File: src/design/assert_macros.svh
// Assertion helpers shared by the RTL
`ifndef ASSERT_MACROS_SVH
`define ASSERT_MACROS_SVH

// Check a property on every rising edge outside reset
`define ASSERT_CLK(lbl, clk, rst, prop) \
   lbl: assert property (@(posedge clk) disable iff (rst) (prop)) \
      else $error("%m: assertion failed");

// Check that a condition implies another in the next cycle
`define ASSERT_NEXT(lbl, clk, rst, cond, conseq) \
   lbl: assert property (@(posedge clk) disable iff (rst) (cond) |=> (conseq)) \
      else $error("%m: assertion failed");

`endif

File: src/design/egcd_pkg.sv
`timescale 1ns / 1ps
`default_nettype none

package egcd_pkg;

   // Commands from the controller to the datapath
   typedef struct packed {
      logic load;      // capture operands from the request transaction
      logic strip;     // remove one common factor of two
      logic step;      // one reduction step: halve, or subtract with or without a swap
      logic out_load;  // move the result into the response register
   } cmd_type;

   // Status from the datapath to the controller
   typedef struct packed {
      logic strip_ok;  // both remainders even and first operand nonzero
      logic r1_zero;   // second remainder has reached zero
   } status_type;

endpackage

`default_nettype wire

File: src/design/egcd_req_if.sv
`timescale 1ns / 1ps
`default_nettype none

interface egcd_req_if #(parameter int WIDTH = 32);
   logic               valid;
   logic               ready;
   logic [WIDTH-2:0]   operand_a;
   logic [WIDTH-2:0]   operand_b;

   modport source (output valid, output operand_a, output operand_b, input ready);
   modport sink   (input valid, input operand_a, input operand_b, output ready);
endinterface

`default_nettype wire

File: src/design/egcd_rsp_if.sv
`timescale 1ns / 1ps
`default_nettype none

interface egcd_rsp_if #(parameter int WIDTH = 32);
   logic                      valid;
   logic                      ready;
   logic        [WIDTH-2:0]   divisor;
   logic signed [WIDTH-1:0]   coef_a;
   logic signed [WIDTH-1:0]   coef_b;

   modport source (output valid, output divisor, output coef_a, output coef_b, input ready);
   modport sink   (input valid, input divisor, input coef_a, input coef_b, output ready);
endinterface

`default_nettype wire

File: src/design/egcd_ctrl.sv
`timescale 1ns / 1ps
`default_nettype none

module egcd_ctrl
   import egcd_pkg::*;
(
   input  wire logic       clock,
   input  wire logic       reset,
   input  wire logic       req_valid,
   output      logic       req_ready,
   output      logic       rsp_valid,
   input  wire logic       rsp_ready,
   input  wire status_type status,
   output      cmd_type    cmd
);

   typedef enum logic [1:0] {
      ST_IDLE,
      ST_STRIP,
      ST_REDUCE,
      ST_FINISH
   } state_type;

   state_type state_ff, state_in;
   logic      rsp_valid_ff, rsp_valid_in;
   logic      out_free;

   assign req_ready = (state_ff == ST_IDLE);
   assign rsp_valid = rsp_valid_ff;
   assign out_free  = !rsp_valid_ff || rsp_ready;

   always_comb begin
      cmd          = '0;
      state_in     = state_ff;
      rsp_valid_in = rsp_valid_ff && !rsp_ready;
      unique case (state_ff)
         ST_IDLE: begin
            if (req_valid) begin
               cmd.load = 1'b1;
               state_in = ST_STRIP;
            end
         end
         ST_STRIP: begin
            if (status.strip_ok) begin
               cmd.strip = 1'b1;
            end else begin
               state_in = ST_REDUCE;
            end
         end
         ST_REDUCE: begin
            if (status.r1_zero) begin
               state_in = ST_FINISH;
            end else begin
               cmd.step = 1'b1;
            end
         end
         ST_FINISH: begin
            // hold the result until the response register is free
            if (out_free) begin
               cmd.out_load = 1'b1;
               rsp_valid_in = 1'b1;
               state_in     = ST_IDLE;
            end
         end
         default: state_in = ST_IDLE;
      endcase
   end

   always_ff @(posedge clock) begin
      if (reset) begin
         state_ff     <= ST_IDLE;
         rsp_valid_ff <= 1'b0;
      end else begin
         state_ff     <= state_in;
         rsp_valid_ff <= rsp_valid_in;
      end
   end

endmodule

`default_nettype wire

File: src/design/egcd_dpath.sv
`timescale 1ns / 1ps
`default_nettype none

module egcd_dpath
   import egcd_pkg::*;
#(
   parameter int WIDTH = 32
) (
   input  wire logic                     clock,
   input  wire cmd_type                  cmd,
   output      status_type               status,
   input  wire logic        [WIDTH-2:0]  operand_a,
   input  wire logic        [WIDTH-2:0]  operand_b,
   output      logic        [WIDTH-2:0]  divisor,
   output      logic signed [WIDTH-1:0]  coef_a,
   output      logic signed [WIDTH-1:0]  coef_b
);

   localparam int OW = WIDTH - 1;      // operand width
   localparam int CW = WIDTH + 2;      // coefficient width with headroom
   localparam int TW = $clog2(WIDTH);  // width of the count of common factors of two

   logic        [OW-1:0] r0_ff, r0_in, r1_ff, r1_in;
   logic        [OW-1:0] ra_ff, ra_in, rb_ff, rb_in;
   logic signed [CW-1:0] s0_ff, s0_in, t0_ff, t0_in;
   logic signed [CW-1:0] s1_ff, s1_in, t1_ff, t1_in;
   logic        [TW-1:0] twos_ff, twos_in;
   logic                 a_zero_ff, a_zero_in;
   logic        [OW-1:0] divisor_ff, divisor_in;
   logic signed [WIDTH-1:0] coef_a_ff, coef_a_in, coef_b_ff, coef_b_in;

   logic                 a_is_zero;
   logic signed [CW-1:0] hc, hd, hc_sum, hd_sum, hc_half, hd_half;
   logic signed [CW-1:0] ra_ext, rb_ext;

   assign a_is_zero = (operand_a == '0);
   assign ra_ext    = $signed({{(CW-OW){1'b0}}, ra_ff});
   assign rb_ext    = $signed({{(CW-OW){1'b0}}, rb_ff});

   // Shared halver: serves the first pair while r0 is even, else the second
   always_comb begin
      hc = r0_ff[0] ? s1_ff : s0_ff;
      hd = r0_ff[0] ? t1_ff : t0_ff;
      if (!hc[0] && !hd[0]) begin
         hc_sum = hc;
         hd_sum = hd;
      end else begin
         hc_sum = hc + rb_ext;
         hd_sum = hd - ra_ext;
      end
      hc_half = {hc_sum[CW-1], hc_sum[CW-1:1]};
      hd_half = {hd_sum[CW-1], hd_sum[CW-1:1]};
   end

   always_comb begin
      r0_in      = r0_ff;
      r1_in      = r1_ff;
      ra_in      = ra_ff;
      rb_in      = rb_ff;
      s0_in      = s0_ff;
      t0_in      = t0_ff;
      s1_in      = s1_ff;
      t1_in      = t1_ff;
      twos_in    = twos_ff;
      a_zero_in  = a_zero_ff;
      divisor_in = divisor_ff;
      coef_a_in  = coef_a_ff;
      coef_b_in  = coef_b_ff;
      priority if (cmd.load) begin
         r0_in     = a_is_zero ? operand_b : operand_a;
         r1_in     = a_is_zero ? '0 : operand_b;
         ra_in     = r0_in;
         rb_in     = r1_in;
         s0_in     = a_is_zero ? CW'(0) : CW'(1);
         t0_in     = a_is_zero ? CW'(1) : CW'(0);
         s1_in     = CW'(0);
         t1_in     = CW'(1);
         twos_in   = '0;
         a_zero_in = a_is_zero;
      end else if (cmd.strip) begin
         // ra and rb follow the remainders until the strip ends
         r0_in   = r0_ff >> 1;
         r1_in   = r1_ff >> 1;
         ra_in   = r0_in;
         rb_in   = r1_in;
         twos_in = twos_ff + TW'(1);
      end else if (cmd.step) begin
         priority if (!r0_ff[0]) begin
            r0_in = r0_ff >> 1;
            s0_in = hc_half;
            t0_in = hd_half;
         end else if (!r1_ff[0]) begin
            r1_in = r1_ff >> 1;
            s1_in = hc_half;
            t1_in = hd_half;
         end else if (r1_ff < r0_ff) begin
            // swap and subtract in one go
            r0_in = r1_ff;
            s0_in = s1_ff;
            t0_in = t1_ff;
            r1_in = r0_ff - r1_ff;
            s1_in = s0_ff - s1_ff;
            t1_in = t0_ff - t1_ff;
         end else begin
            r1_in = r1_ff - r0_ff;
            s1_in = s1_ff - s0_ff;
            t1_in = t1_ff - t0_ff;
         end
      end else if (cmd.out_load) begin
         divisor_in = r0_ff << twos_ff;
         coef_a_in  = s0_ff[WIDTH-1:0];
         coef_b_in  = t0_ff[WIDTH-1:0];
      end else begin
         r0_in = r0_ff;
      end
   end

   always_ff @(posedge clock) begin
      r0_ff      <= r0_in;
      r1_ff      <= r1_in;
      ra_ff      <= ra_in;
      rb_ff      <= rb_in;
      s0_ff      <= s0_in;
      t0_ff      <= t0_in;
      s1_ff      <= s1_in;
      t1_ff      <= t1_in;
      twos_ff    <= twos_in;
      a_zero_ff  <= a_zero_in;
      divisor_ff <= divisor_in;
      coef_a_ff  <= coef_a_in;
      coef_b_ff  <= coef_b_in;
   end

   assign status.strip_ok = !r0_ff[0] && !r1_ff[0] && !a_zero_ff;
   assign status.r1_zero  = (r1_ff == '0);

   assign divisor = divisor_ff;
   assign coef_a  = coef_a_ff;
   assign coef_b  = coef_b_ff;

endmodule

`default_nettype wire

File: src/design/extended_binary_gcd_top.sv
// Channel    Role    Payload
// req_chan   sink    operand_a, operand_b (WIDTH-1 bits, unsigned)
// rsp_chan   source  divisor (WIDTH-1 bits), coef_a, coef_b (WIDTH bits, signed)
//
// A transaction loads the operands, strips their common factors of two, then runs
// the reduction steps of the halve / subtract loop and moves the result out.
// The reduction loop does one halving or one subtraction per cycle.
// Synchronous reset returns the controller to idle and drops any pending response.
// A new request is taken while a response still waits; a finished result holds
// until the response register is free.
`timescale 1ns / 1ps
`default_nettype none
`include "assert_macros.svh"

module extended_binary_gcd_top
   import egcd_pkg::*;
#(
   parameter int WIDTH = 32
) (
   input wire logic    clock,
   input wire logic    reset,
   egcd_req_if.sink    req_chan,
   egcd_rsp_if.source  rsp_chan
);

   cmd_type    cmd;
   status_type status;
   logic       rsp_valid;

   egcd_ctrl u_ctrl (
      .clock     (clock),
      .reset     (reset),
      .req_valid (req_chan.valid),
      .req_ready (req_chan.ready),
      .rsp_valid (rsp_valid),
      .rsp_ready (rsp_chan.ready),
      .status    (status),
      .cmd       (cmd)
   );

   egcd_dpath #(
      .WIDTH (WIDTH)
   ) u_dpath (
      .clock     (clock),
      .cmd       (cmd),
      .status    (status),
      .operand_a (req_chan.operand_a),
      .operand_b (req_chan.operand_b),
      .divisor   (rsp_chan.divisor),
      .coef_a    (rsp_chan.coef_a),
      .coef_b    (rsp_chan.coef_b)
   );

   assign rsp_chan.valid = rsp_valid;

   `ASSERT_CLK(chk_cmd_onehot, clock, reset, $onehot0({cmd.load, cmd.strip, cmd.step, cmd.out_load}))
   `ASSERT_CLK(chk_no_overwrite, clock, reset, cmd.out_load |-> (!rsp_valid || rsp_chan.ready))
   `ASSERT_CLK(chk_step_live, clock, reset, cmd.step |-> !status.r1_zero)
   `ASSERT_NEXT(chk_busy_after_accept, clock, reset, req_chan.valid && req_chan.ready, !req_chan.ready)

endmodule

`default_nettype wire
File: src/flat_wrapper.sv
// flat-port wrapper written by rule: the top's interface ports become plain ports
module extended_binary_gcd_top_flat import egcd_pkg::*;
#(
   parameter int WIDTH = 32
)
  (clock, reset, req_chan_valid, req_chan_operand_a, req_chan_operand_b, req_chan_ready, rsp_chan_valid, rsp_chan_divisor, rsp_chan_coef_a, rsp_chan_coef_b, rsp_chan_ready);
  egcd_req_if #(.WIDTH(WIDTH)) req_chan_i ();
  egcd_rsp_if #(.WIDTH(WIDTH)) rsp_chan_i ();
  input wire logic clock;
  input wire logic reset;
  input wire logic [$bits(req_chan_i.valid)-1:0] req_chan_valid;
  input wire logic [$bits(req_chan_i.operand_a)-1:0] req_chan_operand_a;
  input wire logic [$bits(req_chan_i.operand_b)-1:0] req_chan_operand_b;
  output wire logic [$bits(req_chan_i.ready)-1:0] req_chan_ready;
  output wire logic [$bits(rsp_chan_i.valid)-1:0] rsp_chan_valid;
  output wire logic [$bits(rsp_chan_i.divisor)-1:0] rsp_chan_divisor;
  output wire logic [$bits(rsp_chan_i.coef_a)-1:0] rsp_chan_coef_a;
  output wire logic [$bits(rsp_chan_i.coef_b)-1:0] rsp_chan_coef_b;
  input wire logic [$bits(rsp_chan_i.ready)-1:0] rsp_chan_ready;
  assign req_chan_i.valid = req_chan_valid;
  assign req_chan_i.operand_a = req_chan_operand_a;
  assign req_chan_i.operand_b = req_chan_operand_b;
  assign req_chan_ready = req_chan_i.ready;
  assign rsp_chan_valid = rsp_chan_i.valid;
  assign rsp_chan_divisor = rsp_chan_i.divisor;
  assign rsp_chan_coef_a = rsp_chan_i.coef_a;
  assign rsp_chan_coef_b = rsp_chan_i.coef_b;
  assign rsp_chan_i.ready = rsp_chan_ready;
  extended_binary_gcd_top #(.WIDTH(WIDTH)) u_core (.clock(clock), .reset(reset), .req_chan(req_chan_i), .rsp_chan(rsp_chan_i));
endmodule
File: config.mk
export PLATFORM = sky130hd
export DESIGN_NAME = extended_binary_gcd_top_flat
export DESIGN_NICKNAME = d
export VERILOG_FILES = /design/src/design/egcd_pkg.sv /design/src/design/egcd_req_if.sv /design/src/design/egcd_rsp_if.sv /design/src/design/egcd_ctrl.sv /design/src/design/egcd_dpath.sv /design/src/design/extended_binary_gcd_top.sv /design/src/flat_wrapper.sv
export VERILOG_INCLUDE_DIRS = /design/src /design/src/design
export SDC_FILE = /design/constraint.sdc
export NUM_CORES = 2
export LEC_CHECK = 0
export ABC_CLOCK_PERIOD_IN_PS = 14200
export BUFFER_PORTS_ARGS = -buffer_cell sky130_fd_sc_hd__buf_2
export CORE_ASPECT_RATIO = 1.4
export CORE_MARGIN = 2
export CORE_UTILIZATION = 41
export CTS_CLUSTER_SIZE = 28
export DETAILED_ROUTE_END_ITERATION = 8
export HOLD_SLACK_MARGIN = 0.03
export PLACE_DENSITY_LB_ADDON = 0.25
export SETUP_SLACK_MARGIN = 0.2
export SLEW_MARGIN = 0
export SYNTH_ARGS = -nofsm -noshare
export SYNTH_HDL_FRONTEND = slang
export SYNTH_SLANG_ARGS = --single-unit
File: constraint.sdc
create_clock -name clock -period 14.2 [get_ports clock]
set_input_delay 1.42 -clock clock [delete_from_list [all_inputs] [get_ports clock]]
set_output_delay 1.42 -clock clock [all_outputs]
set_load 0.01 [all_outputs]
=== After elaboration in Yosys (flattened, before gate mapping) ===
Index checks and enable logic that the tools add are counted.

* Register bits: 364
* Bits of input ports: 66
* Output and inout bits: 97
* Word-level logic and storage cells: 122

* Add/subtract/negate cells: 9
* Magnitude comparators: 1
* Eq/ne operators: 12
* Shift-type cells: 1
* Mux-type cells: 55
* Bitwise gates (word level): 3
* Reduce and logical (&&, ||, !) cells: 25

{| class="wikitable"
|+ Operator list
! operator !! number
|-
| 34-bit 2-to-1 mux || 20
|-
| 31-bit 2-to-1 mux || 18
|-
| 34-bit subtractor || 4
|-
| 31-bit logical NOT || 2
|-
| 31-bit subtractor || 2
|-
| 34-bit by 32-bit adder with 34-bit output || 1
|-
| 34-bit by 32-bit subtractor with 34-bit output || 1
|-
| 31-bit less-than comparator || 1
|-
| 31-bit by 5-bit << shifter with 31-bit output || 1
|-
| 1-bit 2-to-1 mux || 12
|-
| 4-bit AND reduction || 3
|-
| 2-bit 2-to-1 mux || 4
|-
| 4-bit by 1-bit != test with 1-bit output, second input constant || 2
|-
| 2-bit case mux with 4 select lines || 1
|-
| 1-bit logical NOT || 7
|-
| 2-bit != test, second input constant || 3
|-
| 3-bit by 1-bit != test with 1-bit output, second input constant || 2
|-
| 3-bit AND reduction || 2
|-
| 3-bit nonzero test || 2
|-
| 5-bit by 1-bit adder with 5-bit output, second input constant || 1
|-
| 2-bit == test, second input constant || 2
|-
| 1-bit logical AND || 4
|-
| 2-bit by 1-bit != test with 1-bit output, second input constant || 2
|-
| 2-bit nonzero test || 2
|-
| 5 further kinds || 7
|}

=== Logic depth before layout (Yosys ltp) ===
* Word-level depth: 8
* Depth in mapped cells: 18
* Gate-level depth less buffers: 13

=== Cells and area by module ===
Synthesis repeated with hierarchy kept, for this count alone.

* Cell total of the unflattened synthesis: 3819
* Area total of the unflattened synthesis: 31791.7 um^2

{| class="wikitable"
|+ By module, submodules not included
! module !! instances !! cells an instance !! area an instance (um^2) !! seq. area each (um^2)
|-
| egcd_dpath || 1 || 3794 || 31554.0 || 10109.7
|-
| egcd_ctrl || 1 || 25 || 237.7 || 60.1
|}

=== Least setup slack after synthesis ===
Ideal clock, no wire load.

* Path kind: input port to flip-flop
* Start point: input port req_chan_valid
* End point: register u_core.u_dpath.coef_a_ff[0], in the netlist u_core.u_dpath.coef_a[0], enable pin
* Setup time: 685 ps
* Arrival time: 9164 ps
* Required time: 13515 ps
* Slack: 4351 ps
* Stages on the path: 6
* Buffers on the path: 1
* Cells stage by stage: nand2_1 clkinv_1 clkbuf_1 nor2_1 nand2_1 nor3b_1

* Word-level cells in the longest chain between the ends: 4

{| class="wikitable"
|+ RTL lines
! what !! line !! source
|-
| start: declaration || flat_wrapper.sv:11 || <nowiki>input wire logic [$bits(req_chan_i.valid)-1:0] req_chan_valid;</nowiki>
|-
| 1-bit 2-to-1 mux || egcd_ctrl.sv:38 || <nowiki>if (req_valid) begin</nowiki>
|-
| 1-bit 2-to-1 mux || egcd_ctrl.sv:36 || <nowiki>unique case (state_ff)</nowiki>
|-
| 1-bit inverter (no line) || n/a ||
|-
| 4-bit AND reduction (no line) || n/a ||
|-
| end signal: assignment || egcd_dpath.sv:130 || <nowiki>coef_a_ff <= coef_a_in;</nowiki>
|-
| end: declaration || egcd_dpath.sv:30 || <nowiki>logic signed [WIDTH-1:0] coef_a_ff, coef_a_in, coef_b_ff, coef_b_in;</nowiki>
|}

Every way passes these cells.
A chain may end at the register's enable or synchronous reset.

=== Worst setup path in the final report ===
* Start point: register u_core.u_dpath.r0_ff[18]
* End point: register u_core.u_dpath.s0_ff[15], enable pin

* Word-level cells in the longest chain between the ends: 3

{| class="wikitable"
|+ RTL lines
! what !! line !! source
|-
| start: declaration || egcd_dpath.sv:23 || <nowiki>logic [OW-1:0] r0_ff, r0_in, r1_ff, r1_in;</nowiki>
|-
| start signal: assignment || egcd_dpath.sv:119 || <nowiki>r0_ff <= r0_in;</nowiki>
|-
| 31-bit less-than comparator || egcd_dpath.sv:96 || <nowiki>end else if (r1_ff < r0_ff) begin</nowiki>
|-
| 3-bit by 1-bit != test with 1-bit output (no line) || n/a ||
|-
| 4-bit AND reduction (no line) || n/a ||
|-
| end signal: assignment || egcd_dpath.sv:123 || <nowiki>s0_ff <= s0_in;</nowiki>
|-
| end: declaration || egcd_dpath.sv:25 || <nowiki>logic signed [CW-1:0] s0_ff, s0_in, t0_ff, t0_in;</nowiki>
|}

Every way passes these cells.

==> flow_summary.toml <==
[status]
status = "complete, no violations"

[logic_synthesis]
yosys-top-cells-area = "edfxtp_1, ha_1, a21oi_1"
synthAdderAreaFrac_pct = 10.6
yosysWarningCount = 0
synth.most_common_cell = "a21oi_1"
syn_area_per_cell_sq_um = 8.34
ys_seq_elements = 364
yosysUniqueCellTypes = 103
synthFlopType = "edfxtp_1"
netlist_instances = 3788
yosys-top-cells-count = "a21oi_1, nand2_1, o21ai_0, edfxtp_1, inv_1"
synth_xor_area_share_pct = 4.16
synth_edf_count = 288
netlist_area_sq_um = 31600
synth_compound_area_share_pct = 26.7
synth_top_family_by_area = "compound AO/OA/AOI/OAI gates"
netlist.area_leader.share_pct = 27.4
ys_seq_area_share_pct = 32.2
synth_simple_gate_area_share_pct = 14.4
synth_nets = 4118
yosys.area.top_type = "edfxtp_1"
async_reset_ff_share_pct = 0
synth_mux_area_share_pct = 5.59

[detailed_routing]
drtAntennaViolNets = 0
wl_per_cell_microns = 24.6
top_layer_used = "met5"
drt-total-wl_mm = 119
dr_wl_met2_mm = 58.5
route.detailed.drc = 0
firstDrtPassIters = 6
dr_wl_met3_mm = 6.08
vias_per_cell = 6.17
wl_met1_mm = 47.0
drtIter0Drc = 2320
vias = 29800

[grt]
grt_pass1_vias = 29500
gr-usage-all-layers_pct = 29.3
antenna_found_initial = 3
grt_pass1_wl_mm = 179
grt_overflow = 0
grt_max_degree = 76

[worst_setup_path]
max_stage_delay_ns = 0.89
required_ns = 14.39
start_kind = "flop"
path_buf_inv = 3
timing.rr.end = "u_core.u_dpath.s0_ff[15]"
crit_family = "compound AO/OA/AOI/OAI gates"
crit_type = "flop to flop"
cp.arrival_ns = 5.93
worst_setup_path_end_kind = "flop"
r2r_slack_ns = 8.47
cp_slowest_cell = "a21oi_4"
ff2ff_path_depth = 13
r2r-start = "u_core.u_dpath.r0_ff[18]"
crit_fanout = 58
crit_chain = "inv_1 -> ha_1 -> a21oi_1 -> o21ai_0 -> a31oi_1 -> nand3_1 -> a21oi_4 -> buf_4 -> nand2_1 -> a21oi_1 -> nand2b_1 -> nand2_4 -> buf_4"

[cells_and_area]
fill_cells = 7612
final_nets = 4144
finalInstanceArea_sq_um = 34600
syn_to_final_growth_pct = 9.56
final_core_util_pct = 45.3
drive_gt1_share_pct = 9.67
regArea_sq_um = 10200
multi_input_area_sq_um = 19500

[min_path]
worstHoldStart = "u_core.u_dpath.s0_ff[24]"
hp-class = "flop to flop"
holdPathEnd = "u_core.u_dpath.coef_a[24]"
hold_path_depth = 0

[placement]
hpwl_mm = 90.1
place.gp.congestion = 0.988
placed_area_sq_um = 33100
portBuffers = 162

[timing]
max_clock_freq_ghz = 0.174
period_share_pct = 40.4
worst_pin_slew_ns = 1.25
timing.final.max_slew_violations = 0
whs_ns = 0.487
post-route-min-period_ns = 5.73
finClkSkew_ns = 0.0455
tns_ns = 0
slew_headroom_pct = 16.1
rsz0062_at_grt = "no"
hold_viol = 0
setup_violations = 0

[die]
pin_count = 163
dieArea_sq_um = 79300
die_width_microns = 239
die_h_microns = 332
std_cell_rows = 120
core_area_sq_um = 76400
start_util_pct = 41.3

[cts]
postCtsSetupBuffers = 0
cts.sinks = 364
clk_pin_slew_worst_paths_ns = 0.07
numCtsBuffers = 43
htreeDepth = 2
root_buffer = "clkbuf_16"
clock_path_buffers = 3
cts_resized = 0
hold_buffers = 0
worst_skew_pair.late_latency_ns = 0.61
cts_tree = "yes"

[flow_run]
max_cap_viol_count = 0
==> cells in the final DEF (no fill, tap or decap), types with 105 or more instances in the layout <==
| master | n |
|---|---|
| a211oi_1 | 105 |
| a21oi_1 | 442 |
| buf_2 | 162 |
| edfxtp_1 | 288 |
| ha_1 | 256 |
| inv_1 | 275 |
| mux2i_1 | 118 |
| nand2_1 | 419 |
| nor2_1 | 268 |
| o21ai_0 | 312 |
==> routing by layer <==
metal	track usage, %	vias up
li1	-	13900
met2	51.7	1189
met3	3.16	345
met4	16.1	2
met1	34.5	14400
met5	0	-
==> worst max-delay path by stage <==
stage,slack (ns),cells past startpoint,to,start
finish,8.47,13,u_core.u_dpath.s0_ff[15],u_core.u_dpath.r0_ff[18]
global route,8.06,17,u_core.u_dpath.s0_ff[33],u_core.u_dpath.r0_ff[0]
CTS,8.53,13,u_core.u_dpath.s0_ff[15],u_core.u_dpath.r0_ff[18]
detailed placement,8.54,16,u_core.u_dpath.s0_ff[27],u_core.u_dpath.r0_ff[0]
global placement,8.56,13,u_core.u_dpath.t0_ff[10],u_core.u_dpath.r0_ff[8]
floorplan,4.35,6,u_core.u_dpath.coef_a[0],req_chan_valid
==> state kept, by name, summed over array words and instances (netlist names) <==
| register | cells |
|---|---|
| u_core.u_dpath.a_zero_ff | 1 |
| u_core.u_dpath.t0_ff | 34 |
| u_core.u_ctrl.state_ff | 2 |
| u_core.u_dpath.rb_ff | 31 |
| u_core.u_dpath.divisor | 31 |
| u_core.u_dpath.t1_ff | 34 |
| u_core.u_dpath.r0_ff | 31 |
| u_core.u_dpath.coef_a | 32 |
| u_core.u_dpath.ra_ff | 31 |
| u_core.u_ctrl.rsp_valid | 1 |
| u_core.u_dpath.twos_ff | 5 |
| u_core.u_dpath.r1_ff | 31 |
| u_core.u_dpath.s1_ff | 34 |
| u_core.u_dpath.s0_ff | 34 |
| u_core.u_dpath.coef_b | 32 |
==> per-stage QoR <==
step                      setup slack (ns)  instances
after floorplan                       4.35       3788
after global placement                8.56       4745
after detailed placement              8.54       4745
after CTS                             8.53       4823
after global routing                  8.06       4823
final                                 8.47       4824
==> cell type report <==
class | count | share of cell area, %
multi-input combinational | 2922 | 56.3
sequential | 364 | 29.4
tap | 976 | 3.53
clock buffer | 56 | 3.48
timing repair buffer | 204 | 3.29
inverter | 279 | 3.04
clock inverter | 22 | 0.951
antenna | 1 | 0.00723
==> cell families (layout without fill, tap and decap cells) <==
| logic type | count (synthesis) | after routing |
|---|---|---|
| buffers and inverters | 502 | 561 |
| AND/OR/NAND/NOR | 1018 | 1018 |
| flip-flops | 364 | 364 |
| other | 0 | 1 |
| XOR/XNOR | 150 | 150 |
| AO/OA/AOI/OAI | 1335 | 1335 |
| adder cells (fa/ha/maj) | 264 | 264 |
| multiplexers | 155 | 155 |
Power is not shown: default switching activity piles up to over one toggle a cycle in this logic, so the estimate is an artifact.
